===== src/sv/ternary_dot_product_prelu_core_defines.svh =====
// Assertion macros shared by the ternary dot product core.
// In synthesis builds the macros expand to nothing.
`ifndef TERNARY_DOT_PRODUCT_PRELU_CORE_DEFINES_SVH
`define TERNARY_DOT_PRODUCT_PRELU_CORE_DEFINES_SVH

`ifndef SYNTHESIS
// Checks a condition at every clock edge outside reset.
`define TTDP_ASSERT_NOW(lbl, clk, rst_n, expr, msg) \
	lbl: assert property (@(posedge clk) disable iff (!rst_n) (expr)) else $error(msg);
// Checks that a condition implies another one in the next cycle.
`define TTDP_ASSERT_NEXT(lbl, clk, rst_n, ante, cons, msg) \
	lbl: assert property (@(posedge clk) disable iff (!rst_n) (ante) |=> (cons)) else $error(msg);
`else
`define TTDP_ASSERT_NOW(lbl, clk, rst_n, expr, msg)
`define TTDP_ASSERT_NEXT(lbl, clk, rst_n, ante, cons, msg)
`endif

`endif


===== src/sv/ttdp_pkg.sv =====
`timescale 1ns / 1ps

package ttdp_pkg;

	// Lane organization: the word carries LANES ternary lanes per operand.
	localparam int LANES       = 64;
	localparam int PLANE_W     = 64;
	localparam int GROUP_LANES = 8;
	localparam int GROUPS      = LANES / GROUP_LANES;

	// A group of lanes yields a value in [-GROUP_LANES, GROUP_LANES].
	localparam int GRP_W   = $clog2(GROUP_LANES) + 2;
	// A whole word yields a value in [-LANES, LANES].
	localparam int CHUNK_W = $clog2(LANES) + 2;

	// Running sum and result widths.
	localparam int MAX_TOTAL = 65536;
	localparam int SUM_W     = 18;
	localparam int SUMX_W    = SUM_W + 1;
	localparam int SLOPE_W   = 16;
	localparam int FRAC_W    = 12;
	localparam int ACT_W     = 33;
	localparam int PROD_W    = SUM_W + SLOPE_W;

	// Stream word widths.
	localparam int IN_DATA_W  = 4 * PLANE_W;
	localparam int OUT_BITS   = SUM_W + ACT_W;
	localparam int OUT_DATA_W = ((OUT_BITS + 7) / 8) * 8;

	typedef logic signed [GRP_W-1:0]   grp_sum_t;
	typedef logic signed [CHUNK_W-1:0] chunk_sum_t;
	typedef logic signed [SUM_W-1:0]   dot_sum_t;
	typedef logic signed [SLOPE_W-1:0] slope_t;
	typedef logic signed [ACT_W-1:0]   act_t;

	// Hand-off of a word from the lane stage into the accumulator.
	typedef struct packed {
		logic load;
		logic last;
	} stage_ctl_t;

endpackage


===== src/sv/ttdp_lane_group.sv =====
`timescale 1ns / 1ps

// One lane group: forms the ternary products of GROUP_LANES lanes and
// registers their sum.
module ttdp_lane_group (
	input  logic                                  clk,
	input  logic                                  load,
	input  logic [ttdp_pkg::GROUP_LANES-1:0]      left_sign,
	input  logic [ttdp_pkg::GROUP_LANES-1:0]      left_nonzero,
	input  logic [ttdp_pkg::GROUP_LANES-1:0]      right_sign,
	input  logic [ttdp_pkg::GROUP_LANES-1:0]      right_nonzero,
	output ttdp_pkg::grp_sum_t                    group_sum_s1
);

	ttdp_pkg::grp_sum_t acc;

	// Each lane adds +1 or -1 when both operands are nonzero.
	always_comb begin
		acc = '0;
		for (int i = 0; i < ttdp_pkg::GROUP_LANES; i++) begin
			if (left_nonzero[i] && right_nonzero[i]) begin
				if (left_sign[i] ^ right_sign[i]) begin
					acc = acc - 1'b1;
				end else begin
					acc = acc + 1'b1;
				end
			end
		end
	end

	// Stage 1 register.
	always_ff @(posedge clk) begin
		if (load) begin
			group_sum_s1 <= acc;
		end
	end

endmodule


===== src/sv/ttdp_merge.sv =====
`timescale 1ns / 1ps
`include "ternary_dot_product_prelu_core_defines.svh"

// Merges the lane group sums into the word's sum and keeps the saturating
// running sum. The sum of a last word is handed on in stage 2.
module ttdp_merge (
	input  logic                  clk,
	input  logic                  arst_n,
	input  ttdp_pkg::stage_ctl_t  ctl,
	input  ttdp_pkg::grp_sum_t    group_sum_s1 [ttdp_pkg::GROUPS],
	output ttdp_pkg::dot_sum_t    dot_sum_s2
);

	localparam logic signed [ttdp_pkg::SUMX_W-1:0] SAT_HI = ttdp_pkg::SUMX_W'(ttdp_pkg::MAX_TOTAL);
	localparam logic signed [ttdp_pkg::SUMX_W-1:0] SAT_LO = -SAT_HI;

	ttdp_pkg::chunk_sum_t                chunk;
	logic signed [ttdp_pkg::SUMX_W-1:0]  total;
	ttdp_pkg::dot_sum_t                  sat_sum;
	ttdp_pkg::dot_sum_t                  running_sum_q;

	// Adder tree over the group sums.
	always_comb begin
		chunk = '0;
		for (int g = 0; g < ttdp_pkg::GROUPS; g++) begin
			chunk = chunk + ttdp_pkg::CHUNK_W'(group_sum_s1[g]);
		end
	end

	// Add the word to the running sum and clamp to the bounds.
	always_comb begin
		total = ttdp_pkg::SUMX_W'(running_sum_q) + ttdp_pkg::SUMX_W'(chunk);
		if (total > SAT_HI) begin
			sat_sum = ttdp_pkg::SUM_W'(SAT_HI);
		end else if (total < SAT_LO) begin
			sat_sum = ttdp_pkg::SUM_W'(SAT_LO);
		end else begin
			sat_sum = ttdp_pkg::SUM_W'(total);
		end
	end

	// Running sum clears after a last word.
	always_ff @(posedge clk or negedge arst_n) begin
		if (!arst_n) begin
			running_sum_q <= '0;
		end else if (ctl.load) begin
			running_sum_q <= ctl.last ? '0 : sat_sum;
		end
	end

	// Stage 2 register holds the finished sum.
	always_ff @(posedge clk) begin
		if (ctl.load && ctl.last) begin
			dot_sum_s2 <= sat_sum;
		end
	end

	`TTDP_ASSERT_NOW(a_sum_in_range, clk, arst_n,
		(ttdp_pkg::SUMX_W'(running_sum_q) <= SAT_HI) &&
		(ttdp_pkg::SUMX_W'(running_sum_q) >= SAT_LO),
		"running sum left the saturation bounds")
	`TTDP_ASSERT_NEXT(a_sum_clears, clk, arst_n, ctl.load && ctl.last, running_sum_q == '0,
		"running sum not cleared after a last word")

endmodule


===== src/sv/ttdp_prelu.sv =====
`timescale 1ns / 1ps
`include "ternary_dot_product_prelu_core_defines.svh"

// Output stage: applies the PReLU to a finished sum and holds the result
// word until it is taken.
module ttdp_prelu (
	input  logic                clk,
	input  logic                arst_n,
	input  logic                in_valid,
	output logic                in_ready,
	input  ttdp_pkg::dot_sum_t  dot_sum_s2,
	input  ttdp_pkg::slope_t    leak_slope,
	output logic                out_valid,
	input  logic                out_ready,
	output ttdp_pkg::dot_sum_t  dot_sum,
	output ttdp_pkg::act_t      activation
);

	logic signed [ttdp_pkg::PROD_W-1:0] prod;
	ttdp_pkg::act_t                     act_next;
	logic                               load;

	assign in_ready = !out_valid || out_ready;
	assign load     = in_valid && in_ready;

	// Positive sums scale by one in Q3.12, the rest by the slope.
	always_comb begin
		prod = ttdp_pkg::PROD_W'(dot_sum_s2) * ttdp_pkg::PROD_W'(leak_slope);
		if (dot_sum_s2 > 0) begin
			act_next = ttdp_pkg::ACT_W'(dot_sum_s2) <<< ttdp_pkg::FRAC_W;
		end else begin
			act_next = ttdp_pkg::ACT_W'(prod);
		end
	end

	always_ff @(posedge clk or negedge arst_n) begin
		if (!arst_n) begin
			out_valid <= 1'b0;
		end else if (in_ready) begin
			out_valid <= in_valid;
		end
	end

	always_ff @(posedge clk) begin
		if (load) begin
			dot_sum    <= dot_sum_s2;
			activation <= act_next;
		end
	end

	`TTDP_ASSERT_NOW(a_pos_scale, clk, arst_n,
		!(out_valid && (dot_sum > 0)) ||
		(activation == (ttdp_pkg::ACT_W'(dot_sum) <<< ttdp_pkg::FRAC_W)),
		"positive sum not scaled by one")
	`TTDP_ASSERT_NOW(a_zero_act, clk, arst_n,
		!(out_valid && (dot_sum == '0)) || (activation == '0),
		"zero sum gave a nonzero activation")

endmodule


===== src/sv/ternary_dot_product_prelu_core.sv =====
`timescale 1ns / 1ps
`include "ternary_dot_product_prelu_core_defines.svh"

// Channel      Direction  Word contents
// s_axis       in         256-bit planes of 64 ternary lanes; tlast ends a dot product
// m_axis       out        signed sum and PReLU activation, one word per dot product
// leak_slope   in         write enable and signed Q3.12 slope for negative sums
//
// One input word is taken every cycle unless a last word is held in stage 1; eight lane groups and one adder tree
// handle all 64 lanes of a word in its single lane stage.
// A result passes the stage 1 group sums, the stage 2 sum register and the output register on its way to m_axis.
// Reset clears the pipeline, the running sum and the slope.
// While m_axis is stalled, words that are not last still go into the running
// sum; s_axis stalls only when a second finished sum waits behind the result.
module ternary_dot_product_prelu_core (
	input  logic                               clk,
	input  logic                               arst_n,
	input  logic                               leak_slope_we,
	input  logic [ttdp_pkg::SLOPE_W-1:0]       leak_slope_wdata,
	input  logic                               s_axis_tvalid,
	output logic                               s_axis_tready,
	// left_sign, left_nonzero, right_sign, right_nonzero
	input  logic [ttdp_pkg::IN_DATA_W-1:0]     s_axis_tdata,
	input  logic                               s_axis_tlast,
	output logic                               m_axis_tvalid,
	input  logic                               m_axis_tready,
	// dot_sum, activation, zero fill
	output logic [ttdp_pkg::OUT_DATA_W-1:0]    m_axis_tdata
);

	localparam int PW = ttdp_pkg::PLANE_W;
	localparam int GL = ttdp_pkg::GROUP_LANES;

	ttdp_pkg::slope_t      leak_slope_q;
	logic                  valid_s1;
	logic                  last_s1;
	logic                  valid_s2;
	logic                  in_accept;
	logic                  adv_s1;
	logic                  out_ready;
	logic                  load_s3;
	ttdp_pkg::stage_ctl_t  merge_ctl;
	ttdp_pkg::grp_sum_t    group_sum_s1 [ttdp_pkg::GROUPS];
	ttdp_pkg::dot_sum_t    dot_sum_s2;
	ttdp_pkg::dot_sum_t    dot_sum;
	ttdp_pkg::act_t        activation;

	// Slope register.
	always_ff @(posedge clk or negedge arst_n) begin
		if (!arst_n) begin
			leak_slope_q <= '0;
		end else if (leak_slope_we) begin
			leak_slope_q <= leak_slope_wdata;
		end
	end

	// A word leaves stage 1 unless it is last and stage 2 cannot take it.
	assign load_s3       = valid_s2 && out_ready;
	assign adv_s1        = valid_s1 && (!last_s1 || !valid_s2 || load_s3);
	assign s_axis_tready = !valid_s1 || adv_s1;
	assign in_accept     = s_axis_tvalid && s_axis_tready;

	assign merge_ctl = '{load: adv_s1, last: last_s1};

	// Stage valid flags.
	always_ff @(posedge clk or negedge arst_n) begin
		if (!arst_n) begin
			valid_s1 <= 1'b0;
			valid_s2 <= 1'b0;
		end else begin
			if (s_axis_tready) begin
				valid_s1 <= s_axis_tvalid;
			end
			if (adv_s1 && last_s1) begin
				valid_s2 <= 1'b1;
			end else if (load_s3) begin
				valid_s2 <= 1'b0;
			end
		end
	end

	always_ff @(posedge clk) begin
		if (in_accept) begin
			last_s1 <= s_axis_tlast;
		end
	end

	// Lane groups work side by side on the word.
	for (genvar g = 0; g < ttdp_pkg::GROUPS; g++) begin : g_lane
		ttdp_lane_group u_group (
			.clk           (clk),
			.load          (in_accept),
			.left_sign     (s_axis_tdata[0 * PW + g * GL +: GL]),
			.left_nonzero  (s_axis_tdata[1 * PW + g * GL +: GL]),
			.right_sign    (s_axis_tdata[2 * PW + g * GL +: GL]),
			.right_nonzero (s_axis_tdata[3 * PW + g * GL +: GL]),
			.group_sum_s1  (group_sum_s1[g])
		);
	end

	ttdp_merge u_merge (
		.clk          (clk),
		.arst_n       (arst_n),
		.ctl          (merge_ctl),
		.group_sum_s1 (group_sum_s1),
		.dot_sum_s2   (dot_sum_s2)
	);

	ttdp_prelu u_prelu (
		.clk        (clk),
		.arst_n     (arst_n),
		.in_valid   (valid_s2),
		.in_ready   (out_ready),
		.dot_sum_s2 (dot_sum_s2),
		.leak_slope (leak_slope_q),
		.out_valid  (m_axis_tvalid),
		.out_ready  (m_axis_tready),
		.dot_sum    (dot_sum),
		.activation (activation)
	);

	// Pack the result word, sum in the low bits.
	assign m_axis_tdata = {
		{(ttdp_pkg::OUT_DATA_W - ttdp_pkg::OUT_BITS){1'b0}}, activation, dot_sum
	};

	`TTDP_ASSERT_NOW(a_ready_when_out_empty, clk, arst_n, m_axis_tvalid || s_axis_tready,
		"input stalled with an empty output")

endmodule

===== config.mk =====
export PLATFORM = sky130hd
export DESIGN_NAME = ternary_dot_product_prelu_core
export DESIGN_NICKNAME = d
export VERILOG_FILES = /design/src/sv/ttdp_pkg.sv /design/src/sv/ttdp_lane_group.sv /design/src/sv/ttdp_merge.sv /design/src/sv/ttdp_prelu.sv /design/src/sv/ternary_dot_product_prelu_core.sv
export VERILOG_INCLUDE_DIRS = /design/src /design/src/sv
export SDC_FILE = /design/constraint.sdc
export NUM_CORES = 2
export LEC_CHECK = 0
export BUFFER_PORTS_ARGS = -buffer_cell sky130_fd_sc_hd__clkbuf_2
export CORE_MARGIN = 8
export CORE_UTILIZATION = 44
export CTS_CLUSTER_SIZE = 16
export DETAILED_ROUTE_END_ITERATION = 8
export MAX_ROUTING_LAYER = met4
export PLACE_DENSITY = 0.65
export SLEW_MARGIN = 30
export SYNTH_ARGS = -nofsm -noshare
export SYNTH_HDL_FRONTEND = slang
export SYNTH_HIERARCHICAL = 1
export SYNTH_SLANG_ARGS = --single-unit

===== constraint.sdc =====
create_clock -name clk -period 5.8 [get_ports clk]
set_input_delay 0.87 -clock clk [delete_from_list [all_inputs] [get_ports clk]]
set_output_delay 0.87 -clock clk [all_outputs]
set_load 0.02 [all_outputs]

==> metrics.txt <==
# TYPE chip_impl_metric gauge
chip_impl_metric{name="avgSynthCellArea",unit="sq um"} 9.29
chip_impl_metric{name="finalWeightedCongestion",unit=""} 0.895
chip_impl_metric{name="avgViaCountPerCell",unit=""} 4.93
chip_impl_metric{name="largest_fanout_on_the_critical_path",unit=""} 5
chip_impl_metric{name="boundaryPins",unit=""} 336
chip_impl_info{name="hold_path.class",value="primary input to async pin"} 1
chip_impl_metric{name="clock_sink_count",unit=""} 147
chip_impl_info{name="most_frequent_cells_in_the_layout",value="inv_1, buf_4, fa_1"} 1
chip_impl_metric{name="fp-row-count",unit=""} 96
chip_impl_metric{name="timing.critical_path.required",unit="ns"} 6.03
chip_impl_metric{name="fmax",unit="MHz"} 143
chip_impl_metric{name="cts-htree-levels",unit=""} 4
chip_impl_info{name="ys.flop_type",value="edfxtp_1"} 1
chip_impl_metric{name="fraction_of_final_layout_cells_sized_beyond_drive_strength_1",unit="%"} 37.7
chip_impl_info{name="crit_path_end_kind",value="flip-flop"} 1
chip_impl_metric{name="final-hold-violation-count",unit=""} 0
chip_impl_metric{name="synth.lib_cells_used.distinct",unit=""} 85
chip_impl_metric{name="synth_cells",unit=""} 3285
chip_impl_metric{name="final.period_utilization",unit="%"} 121
chip_impl_metric{name="initial_antenna_violation_count",unit=""} 3
chip_impl_metric{name="skew",unit="ns"} 0.0149
chip_impl_metric{name="drt-pass1-iter-count",unit=""} 5
chip_impl_metric{name="first_global_vias",unit=""} 26964
chip_impl_metric{name="grt_pass1_wl",unit="um"} 134000
chip_impl_metric{name="yosys.area.top_type_share",unit="%"} 28.1
chip_impl_metric{name="area.sequential",unit="sq mm"} 0.00424
chip_impl_metric{name="finalSetupViolations",unit=""} 46
chip_impl_metric{name="maxCapViolations",unit=""} 0
chip_impl_metric{name="die_footprint",unit="sq mm"} 0.0780
chip_impl_metric{name="fraction_of_registers_with_async_set_reset",unit="%"} 25.2
chip_impl_info{name="timing.critical_path.slowest_stage_cell",value="fa_1"} 1
chip_impl_metric{name="yosys_register_bits",unit=""} 147
chip_impl_metric{name="numCtsBuffers",unit=""} 17
chip_impl_info{name="cts_tree",value="done"} 1
chip_impl_info{name="failed_checks",value="setup timing"} 1
chip_impl_metric{name="cp_data_arrival_time",unit="ns"} 7.24
chip_impl_metric{name="synth.yosys.warnings",unit=""} 6
chip_impl_info{name="netlist.top_cell.by_area",value="fa_1"} 1
chip_impl_metric{name="floorplan.die.width",unit="um"} 279
chip_impl_metric{name="dr.first_iter.drc_count",unit=""} 1151
chip_impl_metric{name="final_wirelength",unit="um"} 82200
chip_impl_info{name="critical_path_class",value="primary input to flip-flop"} 1
chip_impl_metric{name="initial_utilization",unit="%"} 44.5
chip_impl_metric{name="routed_wire_per_std_cell",unit="um"} 16.1
chip_impl_metric{name="routed-via-count",unit=""} 25192
chip_impl_metric{name="worst_skew_pair.late_latency",unit="ns"} 0.49
chip_impl_metric{name="period_minus_slack",unit="ns"} 7.01
chip_impl_info{name="startpoint_type",value="primary input"} 1
chip_impl_metric{name="ant_nets",unit=""} 0
chip_impl_metric{name="core-area",unit="sq mm"} 0.0686
chip_impl_metric{name="cts.hold.buffers_added",unit=""} 0
chip_impl_info{name="mostFrequentLayoutCell",value="inv_1"} 1
chip_impl_info{name="clock-root-buffer",value="clkbuf_16"} 1
chip_impl_info{name="outcome",value="finished, violations left"} 1
chip_impl_metric{name="final_net_count",unit=""} 5113
chip_impl_metric{name="fill_cells",unit=""} 5714
chip_impl_metric{name="pin_count_of_the_biggest_net_entering_global_routing",unit=""} 52
chip_impl_info{name="critical_path.most_common_cell",value="ha_4"} 1
chip_impl_metric{name="setup-tns-final",unit="ns"} -23.90
chip_impl_metric{name="slew_viol_final",unit=""} 0
chip_impl_metric{name="clk_pin_slew",unit="ns"} 0.07
chip_impl_metric{name="relSlewSlack",unit="%"} 43.3
chip_impl_metric{name="ys_seq_area_share",unit="%"} 13.9
chip_impl_metric{name="worst_slew_pin_slew",unit="ns"} 0.848
chip_impl_metric{name="place.port_buffers",unit=""} 330
chip_impl_info{name="netlist_top_cells_area",value="fa_1, edfxtp_1, ha_1"} 1
chip_impl_metric{name="dp_hpwl",unit="um"} 66800
chip_impl_metric{name="timing.final.ws_setup",unit="ns"} -1.21
chip_impl_metric{name="pre_cts_ws",unit="ns"} -1.84
chip_impl_metric{name="synth-edff-count",unit=""} 110
chip_impl_metric{name="multi_input_comb_area",unit="sq mm"} 0.0271
chip_impl_info{name="grt_setup_unrepaired",value="true"} 1
chip_impl_metric{name="route.detailed.drc",unit=""} 0
chip_impl_metric{name="area_growth_syn_to_layout",unit="%"} 37.4
chip_impl_metric{name="timing.critical_path.slowest_cell_delay",unit="ns"} 0.41
chip_impl_metric{name="clockBufferDepth",unit=""} 2
chip_impl_metric{name="overflow",unit=""} 0
chip_impl_metric{name="syn_area",unit="sq mm"} 0.0305
chip_impl_metric{name="chipHeight",unit="um"} 279
chip_impl_metric{name="track_usage",unit="%"} 21.5
chip_impl_metric{name="worst_case_reg_to_reg_path_depth",unit=""} 22
[cell type report]
class	count	area share (%)
antenna	4	0.0239
clock buffer	18	1.02
clock inverter	14	0.307
inverter	588	5.28
multi-input combinational	2482	64.7
sequential	147	10.1
tap	931	2.78
timing repair buffer	921	15.8
[through the flow]
step / utilization, % / hold slack [ns] / area, sq um / std cells
after global routing: 61.1 / 0.476 / 41900 / 5104
after global placement: 55.6 / 0.487 / 38200 / 4966
after floorplan: - / 0.424 / 32000 / 3289
after detailed placement: 55.6 / 0.493 / 38200 / 4966
after CTS: 58.8 / 0.436 / 40300 / 5057
final: 61.1 / 0.451 / 41900 / 5105
[metal layers]
layer	wire (um)	track usage [%]	share of wire, %
met5	0	-	0
met1	34400	26.1	42
met2	42300	37.8	51
met4	2180	6.08	2.6
met3	3370	2.53	4.1
[cell usage after synthesis, drive strengths merged (4+ instances only)]
master / n
nor2: 147
o21bai: 6
edfxtp: 110
a211oi: 19
a311oi: 10
or3: 7
a22o: 9
a21oi: 153
or2: 12
nand2b: 17
nor3: 21
a31oi: 11
a21o: 82
o31ai: 19
nand2: 368
and2: 169
o211ai: 11
nor2b: 5
o221ai: 4
o21ai: 98
fa: 428
o21a: 6
a21boi: 11
clkbuf: 59
nand4: 14
o2111ai: 5
mux2: 64
xnor2: 247
a221o: 5
xnor3: 9
nand3: 60
mux2i: 36
xor2: 129
or4: 5
dfrtp: 37
buf: 14
and3: 9
inv: 588
ha: 250
[kinds of logic (layout without fill, tap and decap cells)]
kind of cell / Yosys count / count (layout) / share of synthesized area [%]
AO/OA/AOI/OAI: 468 / 468 / 9.82
XOR/XNOR: 385 / 385 / 12.7
adder cells (fa/ha/maj): 678 / 678 / 38.3
buffers and inverters: 661 / 1541 / 8.33
flip-flops: 147 / 147 / 13.9
multiplexers: 100 / 100 / 3.71
other: 1 / 9 / 0.0123
AND/OR/NAND/NOR: 845 / 846 / 13.2
[final timing paths]
| check | slack [ns] | to | from |
|---|---|---|---|
| worst min-delay path | 0.45 | u_merge/running_sum_q[10] | arst_n |
| worst max-delay path | -1.21 | g_lane[3].u_group/group_sum_s1[4] | s_axis_tdata[152] |
| worst min register to register | 0.50 | valid_s2 | valid_s1 |
| max in group asynchronous | 4.91 | leak_slope_q[6] | arst_n |
| worst max register to register | -0.40 | u_prelu/activation[25] | leak_slope_q[4] |
| min in group clk | 0.50 | valid_s2 | valid_s1 |
[sequential cells by signal (all words and copies together), names as in the netlist]
signal and count:
g_lane.u_group/group_sum_s1 40, u_prelu/activation 33, u_merge/dot_sum_s2 18, u_merge/running_sum_q 18, u_prelu/dot_sum 18, leak_slope_q 16
last_s1 1, u_prelu/out_valid 1, valid_s1 1, valid_s2 1
[repair_timing]
action	in CTS	in global routing
resized for setup	228	288
cloned	0	2
setup endpoints to repair	51	80
pin swaps	130	202
buffers inserted	60	47
[critical path, delay by kind of cell]
| family | cells | cell delay (ns) |
|---|---|---|
| compound gates | 7 | 1.08 |
| xor+xnor | 10 | 1.32 |
| mux | 3 | 0.88 |
| fa+ha+maj | 8 | 2.34 |
| simple gates | 4 | 0.51 |
| buf+inv | 3 | 0.25 |
Power is not shown: default switching activity piles up to over one toggle a cycle in this logic, so the estimate is an artifact.
